`src/hdl/assert_macros.svh`:
```
// Assertion helpers for the RTL files.
`ifndef ASSERT_MACROS_SVH
`define ASSERT_MACROS_SVH

// Checked on every rising edge while reset is released.
`define ASSERT_CLKD(label, clk, rst_n, prop, msg) \
	label: assert property (@(posedge clk) disable iff (!(rst_n)) (prop)) \
		else $error(msg);

// Checked on every rising edge, reset included.
`define ASSERT_ALWAYS(label, clk, prop, msg) \
	label: assert property (@(posedge clk) (prop)) else $error(msg);

`endif

```
`src/hdl/pli_pkg.sv`:
```
package pli_pkg;

	localparam int unsigned MAX_POINTS_DEF  = 32;
	localparam int unsigned VALUE_WIDTH_DEF = 32;

	// sequencer step addresses
	typedef enum logic [2:0] {
		ST_IDLE,
		ST_READ,
		ST_TEST,
		ST_SEL,
		ST_DBL,
		ST_ADD,
		ST_FIN,
		ST_OUT
	} step_t;

	// datapath operation of one step
	typedef enum logic [2:0] {
		OP_IDLE,
		OP_READ,
		OP_TEST,
		OP_SEL,
		OP_DBL,
		OP_ADD,
		OP_FIN,
		OP_OUT
	} op_t;

	// jump conditions
	typedef enum logic [2:0] {
		C_NEVER,
		C_QUERY,
		C_MORE,
		C_DIRECT,
		C_BITS,
		C_OUT_BUSY
	} cond_t;

	typedef struct packed {
		op_t   op;
		cond_t cond;
		step_t jump;
		step_t next;
	} ctrl_t;

	// control store: jump when cond holds, else fall to next
	function automatic ctrl_t ucode(input step_t s);
		ctrl_t w;
		unique case (s)
			ST_IDLE: w = '{op: OP_IDLE, cond: C_QUERY,    jump: ST_READ, next: ST_IDLE};
			ST_READ: w = '{op: OP_READ, cond: C_NEVER,    jump: ST_READ, next: ST_TEST};
			ST_TEST: w = '{op: OP_TEST, cond: C_MORE,     jump: ST_READ, next: ST_SEL};
			ST_SEL:  w = '{op: OP_SEL,  cond: C_DIRECT,   jump: ST_OUT,  next: ST_DBL};
			ST_DBL:  w = '{op: OP_DBL,  cond: C_NEVER,    jump: ST_DBL,  next: ST_ADD};
			ST_ADD:  w = '{op: OP_ADD,  cond: C_BITS,     jump: ST_DBL,  next: ST_FIN};
			ST_FIN:  w = '{op: OP_FIN,  cond: C_NEVER,    jump: ST_FIN,  next: ST_OUT};
			ST_OUT:  w = '{op: OP_OUT,  cond: C_OUT_BUSY, jump: ST_OUT,  next: ST_IDLE};
			default: w = '{op: OP_IDLE, cond: C_NEVER,    jump: ST_IDLE, next: ST_IDLE};
		endcase
		return w;
	endfunction

endpackage

```
`src/hdl/pli_table.sv`:
```
// Breakpoint store: one write port, one read port, registered read data.
module pli_table #(
	parameter int unsigned MAX_POINTS  = pli_pkg::MAX_POINTS_DEF,
	parameter int unsigned VALUE_WIDTH = pli_pkg::VALUE_WIDTH_DEF,
	localparam int unsigned AW = $clog2(MAX_POINTS)
) (
	input  logic                   clk,
	input  logic                   we,
	input  logic [AW-1:0]          waddr,
	input  logic [VALUE_WIDTH-1:0] wx,
	input  logic [VALUE_WIDTH-1:0] wy,
	input  logic                   re,
	input  logic [AW-1:0]          raddr,
	output logic [VALUE_WIDTH-1:0] rx,
	output logic [VALUE_WIDTH-1:0] ry
);

	logic [VALUE_WIDTH-1:0] mem_x [MAX_POINTS];
	logic [VALUE_WIDTH-1:0] mem_y [MAX_POINTS];

	always_ff @(posedge clk) begin
		if (we) begin
			mem_x[waddr] <= wx;
			mem_y[waddr] <= wy;
		end
		if (re) begin
			rx <= mem_x[raddr];
			ry <= mem_y[raddr];
		end
	end

endmodule

```
`src/hdl/piecewise_linear_interpolator.sv`:
```
// Piecewise linear interpolator, signed Q16.16 breakpoint table.
// Input channel (in_valid/in_ready): a beat with action = 0 loads one
// breakpoint (x_value, y_value) into slot point_index and gives no result;
// action = 1 is a query on x_value. Output channel (out_valid/out_ready):
// one beat per query with y_out, out_of_range and last_result.
// The user must write num_points through cfg_we only while the block is
// idle; the block itself does not enforce this. A load is written into
// the table as it is accepted. A query runs a search over the breakpoints,
// each a registered table read then a compare, then picks the case, then
// either posts an end or exact value, or runs a bit-serial scaled division
// (a doubling step and an add step per quotient bit) and a final step
// before it posts the result.
// in_ready is high only while the sequencer sits in its idle step, which it
// reaches again as soon as a result is posted to the output register, so the
// next beat is taken while that result waits. If the receiver stalls with a
// result still held, the following query waits at its output step.
// Reset: sequencer idle, output empty, num_points = 2; the table is
// undefined until loaded.
`include "assert_macros.svh"

module piecewise_linear_interpolator #(
	parameter int unsigned MAX_POINTS  = pli_pkg::MAX_POINTS_DEF,
	parameter int unsigned VALUE_WIDTH = pli_pkg::VALUE_WIDTH_DEF
) (
	input  logic               clk,
	input  logic               arst_n,
	// configuration
	input  logic               cfg_we,
	input  logic [5:0]         num_points,
	// input channel
	input  logic               in_valid,
	output logic               in_ready,
	input  logic               action,
	input  logic [4:0]         point_index,
	input  logic signed [31:0] x_value,
	input  logic signed [31:0] y_value,
	input  logic               last_query,
	// output channel
	output logic               out_valid,
	input  logic               out_ready,
	output logic signed [31:0] y_out,
	output logic               out_of_range,
	output logic               last_result
);

	localparam int unsigned AW = $clog2(MAX_POINTS);
	localparam int unsigned VW = VALUE_WIDTH;
	localparam int unsigned CW = $clog2(VW);
	// xor with the sign bit turns a signed order into an unsigned one
	localparam logic [VW-1:0] SIGN = VW'(1) << (VW - 1);

	pli_pkg::step_t upc_q, upc_nxt;
	pli_pkg::ctrl_t cw;
	logic           take;

	// datapath registers
	logic [AW-1:0] i_q;
	logic [AW-1:0] nm1_q;          // num_points - 1, clamped
	logic [VW-1:0] qx_q;           // query x
	logic          last_q;
	logic [VW-1:0] prev_x_q, prev_y_q;
	logic          end_q;          // search ran off the top of the table
	logic [VW-1:0] den_q, num_q, mul_q, r_q, quo_q;
	logic          neg_q;
	logic [CW-1:0] cnt_q;
	logic [VW-1:0] res_q;
	logic          flag_q;
	logic          out_valid_q;
	logic [31:0]   out_y_q;
	logic          out_flag_q, out_last_q;

	// table
	logic [VW-1:0] rd_x, rd_y;
	logic          tbl_we;

	// status
	logic          acc, lt, is_last, exact, direct, busy;
	logic [VW:0]   r2, s_add;
	logic          c1, c2;
	logic [VW-1:0] kx0, kx1, ky0, ky1, kq;

	assign in_ready = (upc_q == pli_pkg::ST_IDLE);
	assign acc      = in_valid && in_ready;
	assign tbl_we   = acc && !action && (int'(point_index) < MAX_POINTS);

	pli_table #(
		.MAX_POINTS  (MAX_POINTS),
		.VALUE_WIDTH (VALUE_WIDTH)
	) u_table (
		.clk   (clk),
		.we    (tbl_we),
		.waddr (AW'(point_index)),
		.wx    (VW'(x_value)),
		.wy    (VW'(y_value)),
		.re    (cw.op == pli_pkg::OP_READ),
		.raddr (i_q),
		.rx    (rd_x),
		.ry    (rd_y)
	);

	assign kq  = qx_q ^ SIGN;
	assign kx0 = prev_x_q ^ SIGN;
	assign kx1 = rd_x ^ SIGN;
	assign ky0 = prev_y_q ^ SIGN;
	assign ky1 = rd_y ^ SIGN;

	assign lt      = kx1 < kq;
	assign is_last = (i_q == nm1_q);
	assign exact   = (rd_x == qx_q);
	assign direct  = end_q || exact || (i_q == '0);
	assign busy    = out_valid_q && !out_ready;

	// divider step: double the remainder, then add the scaled numerator
	assign r2    = {r_q, 1'b0};
	assign c1    = (r2 >= {1'b0, den_q});
	assign s_add = {1'b0, r_q} + {1'b0, num_q};
	assign c2    = mul_q[VW-1] && (s_add >= {1'b0, den_q});

	// sequencer
	assign cw = pli_pkg::ucode(upc_q);

	always_comb begin
		unique case (cw.cond)
			pli_pkg::C_NEVER:    take = 1'b0;
			pli_pkg::C_QUERY:    take = acc && action;
			pli_pkg::C_MORE:     take = lt && !is_last;
			pli_pkg::C_DIRECT:   take = direct;
			pli_pkg::C_BITS:     take = (cnt_q != '0);
			pli_pkg::C_OUT_BUSY: take = busy;
			default:             take = 1'b0;
		endcase
		upc_nxt = take ? cw.jump : cw.next;
	end

	always_ff @(posedge clk or negedge arst_n) begin
		if (!arst_n) begin
			upc_q       <= pli_pkg::ST_IDLE;
			out_valid_q <= 1'b0;
			nm1_q       <= AW'(1);
		end else begin
			upc_q <= upc_nxt;
			if (cw.op == pli_pkg::OP_OUT && !busy) begin
				out_valid_q <= 1'b1;
			end else if (out_ready) begin
				out_valid_q <= 1'b0;
			end
			if (cfg_we) begin
				if (num_points < 6'd2) begin
					nm1_q <= AW'(1);
				end else if (int'(num_points) > MAX_POINTS) begin
					nm1_q <= AW'(MAX_POINTS - 1);
				end else begin
					nm1_q <= AW'(num_points - 6'd1);
				end
			end
		end
	end

	// datapath
	always_ff @(posedge clk) begin
		unique case (cw.op)
			pli_pkg::OP_IDLE: begin
				if (acc && action) begin
					qx_q   <= VW'(x_value);
					last_q <= last_query;
					i_q    <= '0;
				end
			end
			pli_pkg::OP_READ: begin
				// read issued by the table port
			end
			pli_pkg::OP_TEST: begin
				end_q <= lt;
				if (lt) begin
					prev_x_q <= rd_x;
					prev_y_q <= rd_y;
					if (!is_last) begin
						i_q <= i_q + AW'(1);
					end
				end
			end
			pli_pkg::OP_SEL: begin
				res_q  <= rd_y;
				flag_q <= end_q || (!exact && (i_q == '0));
				den_q  <= kx1 - kx0;
				num_q  <= kq - kx0;
				neg_q  <= (ky1 < ky0);
				mul_q  <= (ky1 < ky0) ? (ky0 - ky1) : (ky1 - ky0);
				r_q    <= '0;
				quo_q  <= '0;
				cnt_q  <= CW'(VW - 1);
			end
			pli_pkg::OP_DBL: begin
				r_q   <= c1 ? VW'(r2 - {1'b0, den_q}) : VW'(r2);
				quo_q <= {quo_q[VW-2:0], c1};
			end
			pli_pkg::OP_ADD: begin
				if (mul_q[VW-1]) begin
					r_q <= c2 ? VW'(s_add - {1'b0, den_q}) : VW'(s_add);
				end
				quo_q <= quo_q + VW'(c2);
				mul_q <= {mul_q[VW-2:0], 1'b0};
				cnt_q <= cnt_q - CW'(1);
			end
			pli_pkg::OP_FIN: begin
				res_q  <= neg_q ? (prev_y_q - quo_q) : (prev_y_q + quo_q);
				flag_q <= 1'b0;
			end
			pli_pkg::OP_OUT: begin
				if (!busy) begin
					out_y_q    <= 32'(res_q);
					out_flag_q <= flag_q;
					out_last_q <= last_q;
				end
			end
			default: begin
			end
		endcase
	end

	assign out_valid    = out_valid_q;
	assign y_out        = out_y_q;
	assign out_of_range = out_flag_q;
	assign last_result  = out_last_q;

	// checks
	`ASSERT_CLKD(a_out_from_out_step, clk, arst_n,
		$rose(out_valid) |-> $past(upc_q == pli_pkg::ST_OUT),
		"result posted outside the output step")
	`ASSERT_CLKD(a_rem_below_den, clk, arst_n,
		(upc_q == pli_pkg::ST_ADD || upc_q == pli_pkg::ST_FIN) |-> (r_q < den_q),
		"divider remainder not below divisor")
	`ASSERT_CLKD(a_read_in_table, clk, arst_n,
		(upc_q == pli_pkg::ST_READ) |-> (i_q <= nm1_q),
		"table read beyond breakpoints in use")

endmodule

```
`config.mk`:
```
export PLATFORM = sky130hd
export DESIGN_NAME = piecewise_linear_interpolator
export DESIGN_NICKNAME = d
export VERILOG_FILES = /design/src/hdl/pli_pkg.sv /design/src/hdl/pli_table.sv /design/src/hdl/piecewise_linear_interpolator.sv
export VERILOG_INCLUDE_DIRS = /design/src /design/src/hdl
export SDC_FILE = /design/constraint.sdc
export NUM_CORES = 2
export LEC_CHECK = 0
export BUFFER_PORTS_ARGS = -buffer_cell sky130_fd_sc_hd__buf_2
export CAP_MARGIN = 40
export CORE_UTILIZATION = 30
export CTS_CLUSTER_SIZE = 40
export DETAILED_ROUTE_END_ITERATION = 6
export SYNTH_ARGS = -nofsm -noshare
export SYNTH_HDL_FRONTEND = slang
export SYNTH_SLANG_ARGS = --single-unit
export TNS_END_PERCENT = 50
```
`constraint.sdc`:
```
create_clock -name clk -period 10.2 [get_ports clk]
set_input_delay 2.04 -clock clk [delete_from_list [all_inputs] [get_ports clk]]
set_output_delay 2.04 -clock clk [all_outputs]
set_load 0.02 [all_outputs]
```
==> impl_metrics.xml <==
<?xml version="1.0" encoding="UTF-8"?>
<metrics>
  <group name="worst_setup_path">
    <metric name="critPathSlowestCell" unit="">sky130_fd_sc_hd__a21oi_1</metric>
    <metric name="worstSetupPathType" unit="">reg -&gt; reg</metric>
    <metric name="critical_path_arrival" unit="ns">7.89</metric>
    <metric name="crit_fanout" unit="">8</metric>
    <metric name="critPathMostFrequentCell" unit="">sky130_fd_sc_hd__ha_1</metric>
    <metric name="worst_ep_required_time" unit="ns">10.88</metric>
    <metric name="timing.critical_path.slowest_cell_delay" unit="ns">0.52</metric>
    <metric name="crit_path_capture_type" unit="">register</metric>
    <metric name="critical_path_source_type" unit="">register</metric>
  </group>
  <group name="floorplanning">
    <metric name="die-height" unit="µm">601</metric>
    <metric name="fp.dieArea" unit="µm²">361000</metric>
    <metric name="io-pin-count" unit="">118</metric>
    <metric name="placeableCoreArea" unit="µm²">356000</metric>
    <metric name="effective_utilization_at_floorplan" unit="">0.302</metric>
    <metric name="die_width" unit="µm">601</metric>
    <metric name="row_count" unit="">219</metric>
  </group>
  <group name="power">
    <metric name="power.leakage" unit="µW">0.0404</metric>
    <metric name="power_per_cell_area" unit="nW/µm²">280</metric>
    <metric name="worst_ir_drop_vdd" unit="µV">169</metric>
  </group>
  <group name="drt">
    <metric name="routedWlPerCell" unit="µm">25.4</metric>
    <metric name="vias" unit="">58300</metric>
    <metric name="postRouteAntennaNets" unit="">0</metric>
    <metric name="post-route-drc-count" unit="">10</metric>
    <metric name="avgViaCountPerCell" unit="">5.18</metric>
    <metric name="finalWirelength" unit="µm">285000</metric>
    <metric name="first_pass_iters" unit="">7</metric>
    <metric name="first_iter_violations" unit="">5782</metric>
  </group>
  <group name="synthesis">
    <metric name="synth.avg_cell_area" unit="µm²">17.8</metric>
    <metric name="netlist.top_cell.by_area" unit="">sky130_fd_sc_hd__edfxtp_1</metric>
    <metric name="synth.yosys.warnings" unit="">0</metric>
    <metric name="number_of_instances_in_the_synthesized_netlist" unit="">6032</metric>
    <metric name="ys_top_cells_by_area" unit="">sky130_fd_sc_hd__edfxtp_1 68%, sky130_fd_sc_hd__mux4_2 13%, sky130_fd_sc_hd__ha_1 3.4%</metric>
    <metric name="yosys.cell_count.top_type" unit="">sky130_fd_sc_hd__edfxtp_1</metric>
    <metric name="synth.cell_area" unit="µm²">107000</metric>
    <metric name="postSynth.asyncResetShare" unit="">0.00366</metric>
    <metric name="synth_enable_flop_cells" unit="">2448</metric>
    <metric name="synth_commonest_cells" unit="">2,448 x sky130_fd_sc_hd__edfxtp_1, 640 x sky130_fd_sc_hd__mux4_2, 296 x sky130_fd_sc_hd__ha_1</metric>
    <metric name="synth-seq-area-share" unit="">0.686</metric>
    <metric name="yosys_reg_bits" unit="">2457</metric>
    <metric name="synth-main-ff-cell" unit="">sky130_fd_sc_hd__edfxtp_1</metric>
    <metric name="synth.lib_cells_used.distinct" unit="">93</metric>
    <metric name="synth_top_cell_area_share" unit="">0.684</metric>
    <metric name="synth.net_count" unit="">6418</metric>
  </group>
  <group name="global_routing">
    <metric name="antenna_violations_before_repair" unit="">48</metric>
    <metric name="grt_max_degree" unit="">124</metric>
    <metric name="first_global_vias" unit="">58700</metric>
    <metric name="track_usage" unit="">0.154</metric>
    <metric name="grt_pass1_wl" unit="µm">412000</metric>
    <metric name="grt-ovfl-total" unit="">0</metric>
  </group>
  <group name="clock_tree">
    <metric name="tritoncts_num_sinks" unit="">2457</metric>
    <metric name="clkSlewWorstSetupHoldPaths" unit="ns">0.06</metric>
    <metric name="postCtsSetupRepairBufs" unit="">0</metric>
    <metric name="cts_tree" unit="">built</metric>
    <metric name="tritoncts.num_buffers" unit="">270</metric>
    <metric name="postCtsHoldBufs" unit="">0</metric>
    <metric name="clock-root-buffer" unit="">sky130_fd_sc_hd__clkbuf_16</metric>
    <metric name="cts_repair_resize_count" unit="">0</metric>
    <metric name="htree_num_levels" unit="">5</metric>
    <metric name="clk-insertion-delay-late" unit="ns">0.90</metric>
    <metric name="clk_path_buf_depth" unit="">4</metric>
  </group>
  <group name="status">
    <metric name="status" unit="">finished, violations left</metric>
    <metric name="violations" unit="">DRC</metric>
  </group>
  <group name="sta">
    <metric name="max_freq" unit="MHz">139</metric>
    <metric name="period_needed" unit="ns">7.21</metric>
    <metric name="finalMaxSlewViolations" unit="">0</metric>
    <metric name="hold_viol_final" unit="">0</metric>
    <metric name="timing.clock.skew" unit="ns">0.0879</metric>
    <metric name="setup_viol" unit="">0</metric>
    <metric name="final.setup.tns" unit="ns">0</metric>
    <metric name="final_min_period_over_clock_period" unit="">0.707</metric>
    <metric name="max_slew.worst_pin.slew" unit="ns">0.976</metric>
    <metric name="setup_repair_after_global_routing_missed_its_margin" unit="">false</metric>
    <metric name="slew-limit-headroom" unit="">0.349</metric>
  </group>
  <group name="cells_and_area">
    <metric name="design.final.nets" unit="">6680</metric>
    <metric name="area_growth_syn_to_layout" unit="%">14.6</metric>
    <metric name="fin_util" unit="">0.346</metric>
    <metric name="drive_gt1_frac" unit="">0.217</metric>
  </group>
  <group name="run">
    <metric name="drv.max_cap_violation_count" unit="">0</metric>
  </group>
  <group name="placed_design">
    <metric name="place_congestion" unit="">0.875</metric>
    <metric name="place.port_buffers" unit="">117</metric>
    <metric name="dp.final_hpwl" unit="µm">175000</metric>
  </group>
  <group name="hold_path">
    <metric name="worst_hold_path_type" unit="">reg -&gt; reg</metric>
  </group>
</metrics>
==> worst max-delay path: cells and delay by family, from the launching register on <==
family                   cells  cell delay (ns)
AO/OA/AOI/OAI                9             2.10
XOR/XNOR                     1             0.19
adder cells (fa/ha/maj)      4             1.28
flip-flops                   1             0.43
AND/OR/NAND/NOR             13             3.07
==> final cells by class <==
cell class              instances  area, µm²
diodes                         10       25.0
clock buffers                 327       7100
clock inverters               145       1180
fillers                     33400     233000
inverters                     251        945
multi-input cells            3063      32000
flip-flops and latches       2457      73700
well taps                    4751       5940
repair buffers                251       2160
==> state kept, by name (all words and copies together), names as in the netlist, 3 cells and up <==
name / count
res_q: 32
den_q: 32
quo_q: 32
qx_q: 32
mul_q: 32
nm1_q: 5
r_q: 32
prev_x_q: 32
u_table.ry: 32
cnt_q: 5
u_table.rx: 32
upc_q: 3
u_table.mem_x: 1024
prev_y_q: 32
i_q: 5
y_out: 32
num_q: 32
u_table.mem_y: 1024
==> cells in the final DEF, fill, tap and decap left out, drive strengths merged, types with 99 or more instances in the layout <==
cell type / instances
a21oi: 278
o21ai: 158
xnor2: 165
a21o: 99
ha: 296
inv: 262
nor2: 249
buf: 251
edfxtp: 2448
mux4: 640
clkbuf: 327
clkinv: 118
nand2: 214
==> where the power goes <==
group | leakage, µW | switching (µW) | total (µW) | internal [µW]
clock network | 0.00404 | 4010 | 9270 | 5260
registers | 0.0222 | 539 | 12700 | 12200
logic | 0.0141 | 7340 | 12500 | 5190
total | 0.0404 | 11900 | 34500 | 22600
==> cell families (layout without fill, tap and decap cells) <==
| group | Yosys count | after routing | synth area share |
|---|---|---|---|
| AO/OA/AOI/OAI | 871 | 871 | 0.0527 |
| XOR/XNOR | 233 | 233 | 0.0191 |
| adder cells (fa/ha/maj) | 304 | 304 | 0.0359 |
| buffers and inverters | 512 | 974 | 0.0185 |
| flip-flops | 2457 | 2457 | 0.686 |
| multiplexers | 790 | 790 | 0.149 |
| other | 0 | 10 | 0 |
| AND/OR/NAND/NOR | 865 | 865 | 0.0388 |
==> metal layers <==
metal | part of all wire | wire (µm) | GRT usage
met1 | 0.43 | 122000 | 0.210
met3 | 0.062 | 17700 | 0.0222
met2 | 0.49 | 139000 | 0.257
met5 | 0.00038 | 109 | 0
met4 | 0.024 | 6900 | 0.0401
==> per-stage QoR <==
stage / area [µm²] / total power (µW) / hold WS, ns / setup WS, ns / cells
after floorplan: 107000 / 21800 / 0.400 / 3.74 / 6032
after global placement: 114000 / 25200 / 0.410 / 3.14 / 10700
after detailed placement: 115000 / 25400 / 0.408 / 3.14 / 10800
after CTS: 123000 / 34700 / 0.419 / 3.09 / 11200
after global routing: 123000 / 36200 / 0.427 / 2.49 / 11200
final: 123000 / 34500 / 0.419 / 2.99 / 11300
==> final timing paths <==
| kind | startpoint | to | slack (ns) | cells after the start |
|---|---|---|---|---|
| worst max-delay path | r_q[11] | quo_q[30] | 2.99 | 27 |
| worst min-delay path | res_q[24] | y_out[24] | 0.42 | 0 |
| worst max register to register | r_q[11] | quo_q[30] | 2.99 | 27 |
| worst min register to register | res_q[24] | y_out[24] | 0.42 | 0 |
| max in group asynchronous | arst_n | nm1_q[0] | 8.89 | 1 |
| min in group asynchronous | arst_n | upc_q[1] | 1.05 | 1 |
Power figures use the tool's default switching activity.
